[config.mk]
export PLATFORM = sky130hd
export DESIGN_NAME = lbm_cfg
export DESIGN_NICKNAME = d
export VERILOG_FILES = /design/src/design/lbm_pkg.sv /design/src/design/lbm_cfg.sv
export SDC_FILE = /design/constraint.sdc
export NUM_CORES = 1
export LEC_CHECK = 0
export BUFFER_PORTS_ARGS = -buffer_cell sky130_fd_sc_hd__clkbuf_2
export CORE_MARGIN = 2
export CORE_UTILIZATION = 34
export CTS_BUF_LIST = sky130_fd_sc_hd__clkbuf_8
export DETAILED_ROUTE_END_ITERATION = 16
export PLACE_DENSITY = 0.78
export SYNTH_ARGS = -nofsm -noshare
export SYNTH_HDL_FRONTEND = slang
export SYNTH_SLANG_ARGS = --single-unit
[constraint.sdc]
create_clock -name i_clk -period 0.95 [get_ports i_clk]
set_clock_uncertainty 0.1 [all_clocks]
set_input_delay 0.1425 -clock i_clk [delete_from_list [all_inputs] [get_ports i_clk]]
set_output_delay 0.1425 -clock i_clk [all_outputs]
set_load 0.05 [all_outputs]
[src/design/lbm_pkg.sv]
// Shared types and constants of the Lucas binomial block.
package lbm_pkg;

    localparam int MOD_W   = 17;
    localparam int FIELD_W = 62;
    localparam int DVD_W   = 63;
    localparam int CNT_W   = 6;
    localparam int PROD_W  = 2 * MOD_W;

    localparam logic [CNT_W-1:0] NBITS_PROD = CNT_W'(PROD_W);
    localparam logic [CNT_W-1:0] NBITS_BOT  = CNT_W'(FIELD_W);
    localparam logic [CNT_W-1:0] NBITS_TOP  = CNT_W'(DVD_W);

    localparam logic REG_MODULUS = 1'b0;
    localparam logic CMD_PLAIN   = 1'b0;
    localparam logic CMD_MULTI   = 1'b1;

    localparam logic [MOD_W-1:0] MOD_RESET = MOD_W'(2);

    typedef struct packed {
        logic             start;
        logic [DVD_W-1:0] dividend;
        logic [CNT_W-1:0] nbits;
    } t_div_req;

    typedef struct packed {
        logic             done;
        logic [DVD_W-1:0] quot;
        logic [MOD_W-1:0] rem;
    } t_div_rsp;

    typedef struct packed {
        logic             wr;
        logic [MOD_W-1:0] modulus;
    } t_cfg;

endpackage

[src/design/lbm_cfg.sv]
// APB register file holding the modulus.
module lbm_cfg (
    input  logic                  i_clk,
    input  logic                  i_rst_n,
    input  logic                  psel,
    input  logic                  penable,
    input  logic                  pwrite,
    input  logic [2:0]            paddr,
    input  logic [31:0]           pwdata,
    output logic [31:0]           prdata,
    output logic                  pready,
    output lbm_pkg::t_cfg         o_cfg
);

    logic [lbm_pkg::MOD_W-1:0] r_mod, n_mod;
    logic                      s_wr;

    assign pready = 1'b1;
    assign s_wr   = psel && penable && pwrite && (paddr[2] == lbm_pkg::REG_MODULUS);

    always_comb begin
        n_mod = r_mod;
        if (s_wr) begin
            n_mod = pwdata[lbm_pkg::MOD_W-1:0];
        end
    end

    always_ff @(posedge i_clk) begin
        if (!i_rst_n) begin
            r_mod <= lbm_pkg::MOD_RESET;
        end else begin
            r_mod <= n_mod;
        end
    end

    assign prdata = (paddr[2] == lbm_pkg::REG_MODULUS) ?
                    {{(32 - lbm_pkg::MOD_W){1'b0}}, r_mod} : 32'd0;

    assign o_cfg.wr      = s_wr;
    assign o_cfg.modulus = r_mod;

endmodule

==> impl_metrics.tcl <==
set metrics [dict create \
    synthAdderAreaFrac_pct 0 \
    clock_path_buffers 2 \
    synth_mux_area_share_pct 17.7 \
    largestRegisters "r_mod: 17 flops" \
    layout_common_cells "nand2_1 (32), buf_8 (27), clkbuf_2 (21)" \
    hold_viol 1 \
    largest_register_ff_count 17 \
    num_vias 1017 \
    portBuffers 57 \
    cp-start-kind "flop" \
    grt.total_usage_pct 19.8 \
    violations "hold timing, setup timing" \
    firstDrtPassIters 4 \
    drcViolationCount 0 \
    clock-root-buffer "clkbuf_8" \
    detail_route.wl_per_cell_um 16.1 \
    clock_latency_ns 0.25 \
    rows 19 \
    cp_max_fo 2 \
    path_cells "and2b_4 -> clkbuf_16" \
    yosysSeqAreaShare_pct 35.4 \
    fillers 130 \
    dieArea_sq_um 3270 \
    pwr-share-comb_pct 32.3 \
    ioPinCount 91 \
    avgSynthCellArea_sq_um 8.59 \
    syn_inst 112 \
    yosysWarnings 0 \
    post-place-ws_ns -0.251 \
    die_h_um 57.2 \
    slowest_delay_ns 0.35 \
    finalCriticalPeriod_ns 1.18 \
    period_share_pct 124 \
    finalWorstSetupSlack_ns -0.229 \
    setup_viol 42 \
    finalPower_w 0.00185 \
    crit_buf_inv 1 \
    grt_antenna_before_repair 0 \
    core-area_sq_um 2710 \
    cts_made_buffers 3 \
    cp_slowest_cell "dfxtp_4" \
    layout_commonest_cell "nand2_1" \
    grt_pass1_vias 1027 \
    power.density_nw_per_um2 877 \
    p_leak_nw 0.931 \
    rsz0062_at_grt "true" \
    p_clk_share_pct 29.4 \
    critPathCaptureType "output pin" \
    critPathLaunch "r_mod[16]$_SDFFE_PN0P_" \
    routed_wl_um 3560 \
    diodes 0 \
    synth_top_family_by_area "simple AND/OR/NAND/NOR gates" \
    synthXorXnorAreaFrac_pct 0 \
    timing_worst_setup_path_type "reg2out" \
    synth_area_leaders "dfxtp_1 (35%), mux2i_1 (18%), buf_4 (13%), nand2_1 (12%), nor2b_1 (7.8%)" \
    synth-compound-area-share_pct 0 \
    top_register "r_mod" \
    internal-power_w 0.00121 \
    cts_sinks 17 \
    htree_levels 1 \
    syn_area_sq_um 962 \
    grt_overflow 0 \
    hp-start "pwdata[13]" \
    power.switching_w 0.000636 \
    area.growth.synth_to_final_pct 119 \
    dp_hpwl_um 1730 \
    hp-class "in2reg" \
    timing.rr.start "r_mod[16]$_SDFFE_PN0P_" \
    crit_family "flip-flops" \
    tritoncts "built" \
    seqCellArea_sq_um 404 \
    path_clk_slew_ns 0.07 \
    dieWidth_um 57.2 \
    hold_ws_ns -0.000777 \
    peakVddDrop_uv 749 \
    crit_arrival_ns 0.94 \
    drive_gt1_share_pct 64.2 \
    initial_core_util_pct 35.5 \
    synth-seq-cells 17 \
    ant_nets 0 \
    grt_max_degree 17 \
    maxCapViolCount 0 \
    synth_cell_types 11 \
    vias_per_cell 4.60 \
    status "finished with violations" \
    power_frac_seq_pct 38.3 \
    post_synth_and_or_nand_nor_area_fraction_pct 27.7 \
    required_ns 0.71 \
    multi_input_area_sq_um 582 \
    nets 231 \
    slew_viol_final 0 \
    synth_top_area_cell "dfxtp_1" \
    synth.top_cell.area_share_pct 35.4 \
    fmax_ghz 0.848 \
    drtIter0Drc 16 \
    swShare_pct 34.5 \
    gp_congestion 0.693 \
    grt_first_pass_wirelength_um 4970 \
]
==> layer usage <==
metal / up-vias / GRT usage (%) / wire [um]
li1: 471 / - / -
met1: 480 / 21.3 / 1410
met2: 53 / 36.3 / 1840
met3: 13 / 4.76 / 195
met4: 0 / 9.30 / 115
met5: - / 0 / 0
==> cells in the mapped netlist (all sizes together) <==
cell type,instances
mux2i,17
nand2,32
clkbuf,5
buf,19
and4b,1
conb,2
dfxtp,17
nor2b,12
and2b,7
==> logic make-up after synthesis <==
kind of cell | Yosys count
buffers and inverters | 24
flip-flops | 17
multiplexers | 17
other | 2
AND/OR/NAND/NOR | 52
==> power by group through the flow <==
stage / clock network [W] / registers, W / logic, W
5_1_grt: 0.000578 / 0.000708 / 0.000618
3_5_place_dp: 0 / 0.000719 / 0.000461
2_1_floorplan: 0 / 0.000774 / 0.000348
4_1_cts: 0.000535 / 0.000705 / 0.000546
6_report: 0.000543 / 0.000707 / 0.000596
3_3_place_gp: 0 / 0.000718 / 0.000459
==> stage by stage <==
| stage | area, sq um | hold slack [ns] | util, % | std cells | setup TNS, ns |
|---|---|---|---|---|---|
| 6_report | 2110 | -0.000777 | 77.7 | 221 | -5.99 |
| 5_1_grt | 2110 | 0.0145 | 77.7 | 221 | -7.04 |
| 4_1_cts | 1970 | 0.00633 | 72.8 | 212 | -5.36 |
| 3_5_place_dp | 1450 | 0.270 | 53.4 | 201 | -6.29 |
| 3_3_place_gp | 1450 | 0.265 | 53.4 | 201 | -5.67 |
| 2_1_floorplan | 1180 | 0.174 | - | 126 | -1.33 |
==> final timing paths <==
| path | endpoint | slack, ns | cells past startpoint |
|---|---|---|---|
| hold / removal | r_mod[13]$_SDFFE_PN0P_ | -0.0008 | 3 |
| setup / recovery | prdata[16] | -0.23 | 2 |
| setup reg to reg | r_mod[16]$_SDFFE_PN0P_ | 0.01 | 4 |
| hold reg to reg | r_mod[14]$_SDFFE_PN0P_ | 0.39 | 2 |
==> worst reg2reg max path: stages (launching register included) <==
cell	delay, ns
dfxtp_4	0.35
buf_4	0.14
buf_4	0.12
nand2_1	0.05
mux2i_1	0.07
==> layout make-up <==
| class | instances | share of cell area (%) |
|---|---|---|
| Multi-Input combinational cell | 85 | 27.6 |
| Timing Repair Buffer | 84 | 49.2 |
| Clock buffer | 3 | 1.96 |
| Sequential cell | 17 | 19.2 |
| Clock inverter | 1 | 0.178 |
| Tap cell | 31 | 1.84 |
==> repair_timing <==
action	4_1_cts	5_1_grt
hold buffers	0	0
setup buffers	6	9
endpoints found under the setup margin	35	50
gates resized for setup	84	35
endpoints found under the hold margin	0	0
gates cloned	1	0
No activity file was read; power rests on OpenSTA's default activity.
