File: config.mk
export PLATFORM = sky130hd
export DESIGN_NAME = lbm_divider
export DESIGN_NICKNAME = d
export VERILOG_FILES = /design/src/design/lbm_pkg.sv /design/src/design/lbm_divider.sv
export SDC_FILE = /design/constraint.sdc
export NUM_CORES = 1
export LEC_CHECK = 0
export BUFFER_PORTS_ARGS = -buffer_cell sky130_fd_sc_hd__clkbuf_2
export CAP_MARGIN = 20
export CORE_ASPECT_RATIO = 1.4
export CORE_MARGIN = 2
export CORE_UTILIZATION = 55
export CTS_BUF_LIST = sky130_fd_sc_hd__clkbuf_8
export CTS_CLUSTER_SIZE = 8
export DETAILED_ROUTE_END_ITERATION = 10
export PLACE_DENSITY = 0.82
export SLEW_MARGIN = 20
export SYNTH_ARGS = -nofsm -noshare
export SYNTH_HDL_FRONTEND = slang
export SYNTH_SLANG_ARGS = --single-unit
File: constraint.sdc
create_clock -name i_clk -period 7.5 [get_ports i_clk]
set_clock_uncertainty 0.05 [all_clocks]
set_input_delay 0.375 -clock i_clk [delete_from_list [all_inputs] [get_ports i_clk]]
set_output_delay 0.375 -clock i_clk [all_outputs]
set_load 0.005 [all_outputs]
File: src/design/lbm_pkg.sv
// Shared types and constants of the Lucas binomial block.
package lbm_pkg;

    localparam int MOD_W   = 17;
    localparam int FIELD_W = 62;
    localparam int DVD_W   = 63;
    localparam int CNT_W   = 6;
    localparam int PROD_W  = 2 * MOD_W;

    localparam logic [CNT_W-1:0] NBITS_PROD = CNT_W'(PROD_W);
    localparam logic [CNT_W-1:0] NBITS_BOT  = CNT_W'(FIELD_W);
    localparam logic [CNT_W-1:0] NBITS_TOP  = CNT_W'(DVD_W);

    localparam logic REG_MODULUS = 1'b0;
    localparam logic CMD_PLAIN   = 1'b0;
    localparam logic CMD_MULTI   = 1'b1;

    localparam logic [MOD_W-1:0] MOD_RESET = MOD_W'(2);

    typedef struct packed {
        logic             start;
        logic [DVD_W-1:0] dividend;
        logic [CNT_W-1:0] nbits;
    } t_div_req;

    typedef struct packed {
        logic             done;
        logic [DVD_W-1:0] quot;
        logic [MOD_W-1:0] rem;
    } t_div_rsp;

    typedef struct packed {
        logic             wr;
        logic [MOD_W-1:0] modulus;
    } t_cfg;

endpackage

File: src/design/lbm_divider.sv
// Shared restoring divider: one quotient bit per cycle, divisor is the modulus.
module lbm_divider (
    input  logic                            i_clk,
    input  logic                            i_rst_n,
    input  logic [lbm_pkg::MOD_W-1:0]       i_divisor,
    input  lbm_pkg::t_div_req               i_req,
    output lbm_pkg::t_div_rsp               o_rsp
);

    logic                          r_busy, n_busy;
    logic                          r_done, n_done;
    logic [lbm_pkg::CNT_W-1:0]     r_cnt, n_cnt;
    logic [lbm_pkg::DVD_W-1:0]     r_dvd, n_dvd;
    logic [lbm_pkg::DVD_W-1:0]     r_quo, n_quo;
    logic [lbm_pkg::MOD_W-1:0]     r_rem, n_rem;

    logic                          s_bit;
    logic [lbm_pkg::MOD_W:0]       s_sh;
    logic [lbm_pkg::MOD_W:0]       s_sub;
    logic                          s_ge;

    always_comb begin
        s_bit = r_dvd[r_cnt - lbm_pkg::CNT_W'(1)];
        s_sh  = {r_rem, s_bit};
        s_ge  = s_sh >= {1'b0, i_divisor};
        s_sub = s_sh - {1'b0, i_divisor};

        n_busy = r_busy;
        n_done = 1'b0;
        n_cnt  = r_cnt;
        n_dvd  = r_dvd;
        n_quo  = r_quo;
        n_rem  = r_rem;
        if (i_req.start) begin
            n_busy = 1'b1;
            n_cnt  = i_req.nbits;
            n_dvd  = i_req.dividend;
            n_quo  = '0;
            n_rem  = '0;
        end else if (r_busy) begin
            n_rem = s_ge ? s_sub[lbm_pkg::MOD_W-1:0] : s_sh[lbm_pkg::MOD_W-1:0];
            n_quo = {r_quo[lbm_pkg::DVD_W-2:0], s_ge};
            n_cnt = r_cnt - lbm_pkg::CNT_W'(1);
            if (r_cnt == lbm_pkg::CNT_W'(1)) begin
                n_busy = 1'b0;
                n_done = 1'b1;
            end
        end
    end

    always_ff @(posedge i_clk) begin
        if (!i_rst_n) begin
            r_busy <= 1'b0;
            r_done <= 1'b0;
        end else begin
            r_busy <= n_busy;
            r_done <= n_done;
        end
    end

    always_ff @(posedge i_clk) begin
        r_cnt <= n_cnt;
        r_dvd <= n_dvd;
        r_quo <= n_quo;
        r_rem <= n_rem;
    end

    assign o_rsp.done = r_done;
    assign o_rsp.quot = r_quo;
    assign o_rsp.rem  = r_rem;

endmodule

==> metrics.yaml <==
status: "finished, final reports clean"
total_leakage_power_nw: 3.65
core-area_um2: 11900
placed_area_um2: 7690
synth-simple-area-share_pct: 8.91
design_area_um2: 8150
syn_to_final_growth_pct: 20.4
worst_slack_ns: 2.13
grt_use_total_pct: 21.8
endpoint_kind: "flop"
power.sequential.fraction_pct: 48.4
clkLatencyLatePin_ns: 0.43
boundaryPins: 170
worstHoldEndpoint: "r_dvd[58]$_DFFE_PP_"
nFillCells: 900
reg2reg_to: "r_rem[16]$_SDFFE_PP0P_"
peakVddDrop_mv: 0.286
diodes: 0
worstMarginPinSlew_ns: 1.12
start_kind: "flop"
post-place-ws_ns: 2.14
reg2reg_slack_ns: 2.13
portBuffers: 169
p_int_mw: 1.44
synth.distinct_cells: 54
clock_sinks: 151
hp-start: "i_req[64]"
min_period_over_period_pct: 71.6
antenna_found_initial: 0
p_clk_share_pct: 35.9
grt_remaining_overflow: 0
syn_area_per_cell_um2: 12.0
p_comb_share_pct: 15.7
h-tree-depth: 4
grt_pass1_wl_mm: 22.9
synth-edff-count: 69
hold_viol_final: 0
cts.clk_slew.worst_paths_ns: 0.09
hold_depth: 1
initial_core_util_pct: 56.7
fin_cells: 885
grt_max_degree: 102
ys.warnings.count: 0
final_common_cell: "clkbuf_2"
crit_required_ns: 7.76
die_h_um: 135
synth_xor_xnor_area_share_pct: 2.16
p_sw_mw: 0.478
drt-total-wl_mm: 14.4
synth_compound_area_share_pct: 8.72
synth_mux_area_share_pct: 18.1
die_w_um: 97.8
dieArea_um2: 13200
synth_top_family_by_area: "multiplexers"
cts_resized: 0
drt_iter0_drc: 215
nets: 836
setup_viol: 0
synth-seq-cells: 151
holdWs_ns: 0.0608
post_cts_buffers: 0
gp_congestion: 0.872
hpwl_mm: 10.5
hp-class: "in -> reg"
swShare_pct: 24.9
grt_pass1_vias: 4838
power.total_mw: 1.92
num_rows: 47
powerDensity_nw_per_um2: 236
drc_errors: 0
rr_startpoint: "r_cnt[0]$_DFFE_PP_"
ff2ff_path_depth: 18
cts-root-buf: "clkbuf_8"
syn-cell-area_um2: 6770
synth_flop_cell: "dfxtp_1"
drv_cap: 0
cts_max_path_buffers: 2
final.setup.tns_ns: 0
ant_nets: 0
critPathKind: "reg -> reg"
rsz0062_at_grt: "no"
synth_fa_ha_area_share_pct: 3.81
crit_fanout: 19
fmax_mhz: 186
final_util_pct: 68.3
cts_made_buffers: 17
fin_crit_ns: 5.37
layout_common_cells: "168 x clkbuf_2, 85 x nor2_1, 82 x mux2i_1, 81 x dfxtp_1, 69 x edfxtp_1"
synth_fp_nets: 674
via_per_inst: 5.56
relSlewSlack_pct: 25.0
vias: 4919
final-max-slew-violation-count: 0
dp.cells: 854
worstPathArrival_ns: 5.63
async_flop_share_pct: 0
cts_tree: "yes"
synthCells: 565
ys_seq_area_share_pct: 54.9
hold_buffers: 0
dr.pass1.iters: 6
wl_per_cell_um: 16.3
drive_above_1_share_pct: 31.3
## cell families after synthesis
logic type               Yosys count
AND/OR/NAND/NOR                  135
multiplexers                     103
adder cells (fa/ha/maj)           20
buffers and inverters             54
flip-flops                       151
XOR/XNOR                          15
AO/OA/AOI/OAI                     87
## state kept, by name (all words and copies together) (netlist names)
| register | cells |
|---|---|
| r_done | 1 |
| r_rem | 17 |
| r_cnt | 6 |
| r_dvd | 63 |
| r_busy | 1 |
| r_quo | 63 |
## cell type report
type                    instances  area, um2  area share, %
flip-flops and latches        151       3720           45.6
multi-input cells             360       2820           34.6
repair buffers                173        898           11.0
inverters                      24       90.1           1.10
well taps                     147        184           2.26
clock inverters                13        205           2.52
clock buffers                  17        234           2.87
## metal layers
metal | GRT usage, % | vias up | part of all wire, %
li1 | - | 2380 | -
met4 | 9.41 | 0 | 3.3
met5 | 0 | - | 0
met2 | 39.2 | 197 | 54
met3 | 5.62 | 36 | 4.6
met1 | 24.5 | 2306 | 39
## worst max-delay path by stage
stage,from,end,cells after the start
global route,r_cnt[0]$_DFFE_PP_,r_rem[16]$_SDFFE_PP0P_,18
floorplan,r_cnt[0]$_DFFE_PP_,r_rem[16]$_SDFFE_PP0P_,21
detailed placement,r_cnt[0]$_DFFE_PP_,r_rem[16]$_SDFFE_PP0P_,18
global placement,r_cnt[0]$_DFFE_PP_,r_rem[16]$_SDFFE_PP0P_,18
finish,r_cnt[0]$_DFFE_PP_,r_rem[16]$_SDFFE_PP0P_,18
CTS,r_cnt[0]$_DFFE_PP_,r_rem[16]$_SDFFE_PP0P_,18
## cells in the mapped netlist, types with 2 or more instances
cell type | number | area share, %
xor2_2 | 2 | 0.48
dfxtp_1 | 82 | 24
nor2b_1 | 5 | 0.46
clkbuf_1 | 19 | 1.1
o21ai_0 | 15 | 1.1
nor4_1 | 2 | 0.18
nor3_1 | 3 | 0.22
nor3b_1 | 3 | 0.33
o21a_1 | 6 | 0.67
o21bai_1 | 2 | 0.22
ha_1 | 19 | 3.5
o21ai_1 | 4 | 0.30
a211oi_1 | 11 | 1.2
inv_1 | 24 | 1.3
edfxtp_1 | 69 | 31
buf_2 | 3 | 0.22
nand2b_1 | 2 | 0.18
mux4_2 | 15 | 5.0
o31a_1 | 2 | 0.26
nor2_1 | 85 | 4.7
mux2_2 | 6 | 1.0
o31ai_1 | 4 | 0.44
buf_1 | 4 | 0.22
nand4b_1 | 3 | 0.39
xnor2_1 | 4 | 0.52
mux2i_1 | 82 | 12
nand3_1 | 5 | 0.37
o211ai_1 | 3 | 0.33
a221oi_1 | 2 | 0.26
a211o_1 | 3 | 0.39
a21oi_1 | 18 | 1.3
xor2_1 | 9 | 1.2
buf_6 | 3 | 0.50
nand2_1 | 21 | 1.2
a21o_1 | 6 | 0.67
## power groups by stage
stage / logic (mW) / clock network [mW] / registers [mW]
global route: 0.332 / 0.739 / 0.933
global placement: 0.288 / 0 / 0.946
floorplan: 0.223 / 0 / 0.938
detailed placement: 0.299 / 0 / 0.948
finish: 0.302 / 0.690 / 0.929
CTS: 0.301 / 0.703 / 0.929
## critical path, cell delays in order, from the launching register on
cell and delay (ns):
edfxtp_1 0.34, buf_4 0.30, inv_1 0.14, ha_1 0.74, mux4_2 0.41, mux2i_1 0.14
mux2i_1 0.10, mux2_2 0.29, o22ai_1 0.24, ha_1 0.22, inv_1 0.06, fa_1 0.42
a211oi_1 0.34, o21bai_1 0.16, a2111oi_2 0.55, nor2_1 0.15, a221oi_1 0.33, xor2_1 0.18
o211ai_1 0.10
Power figures use the tool's default switching activity.
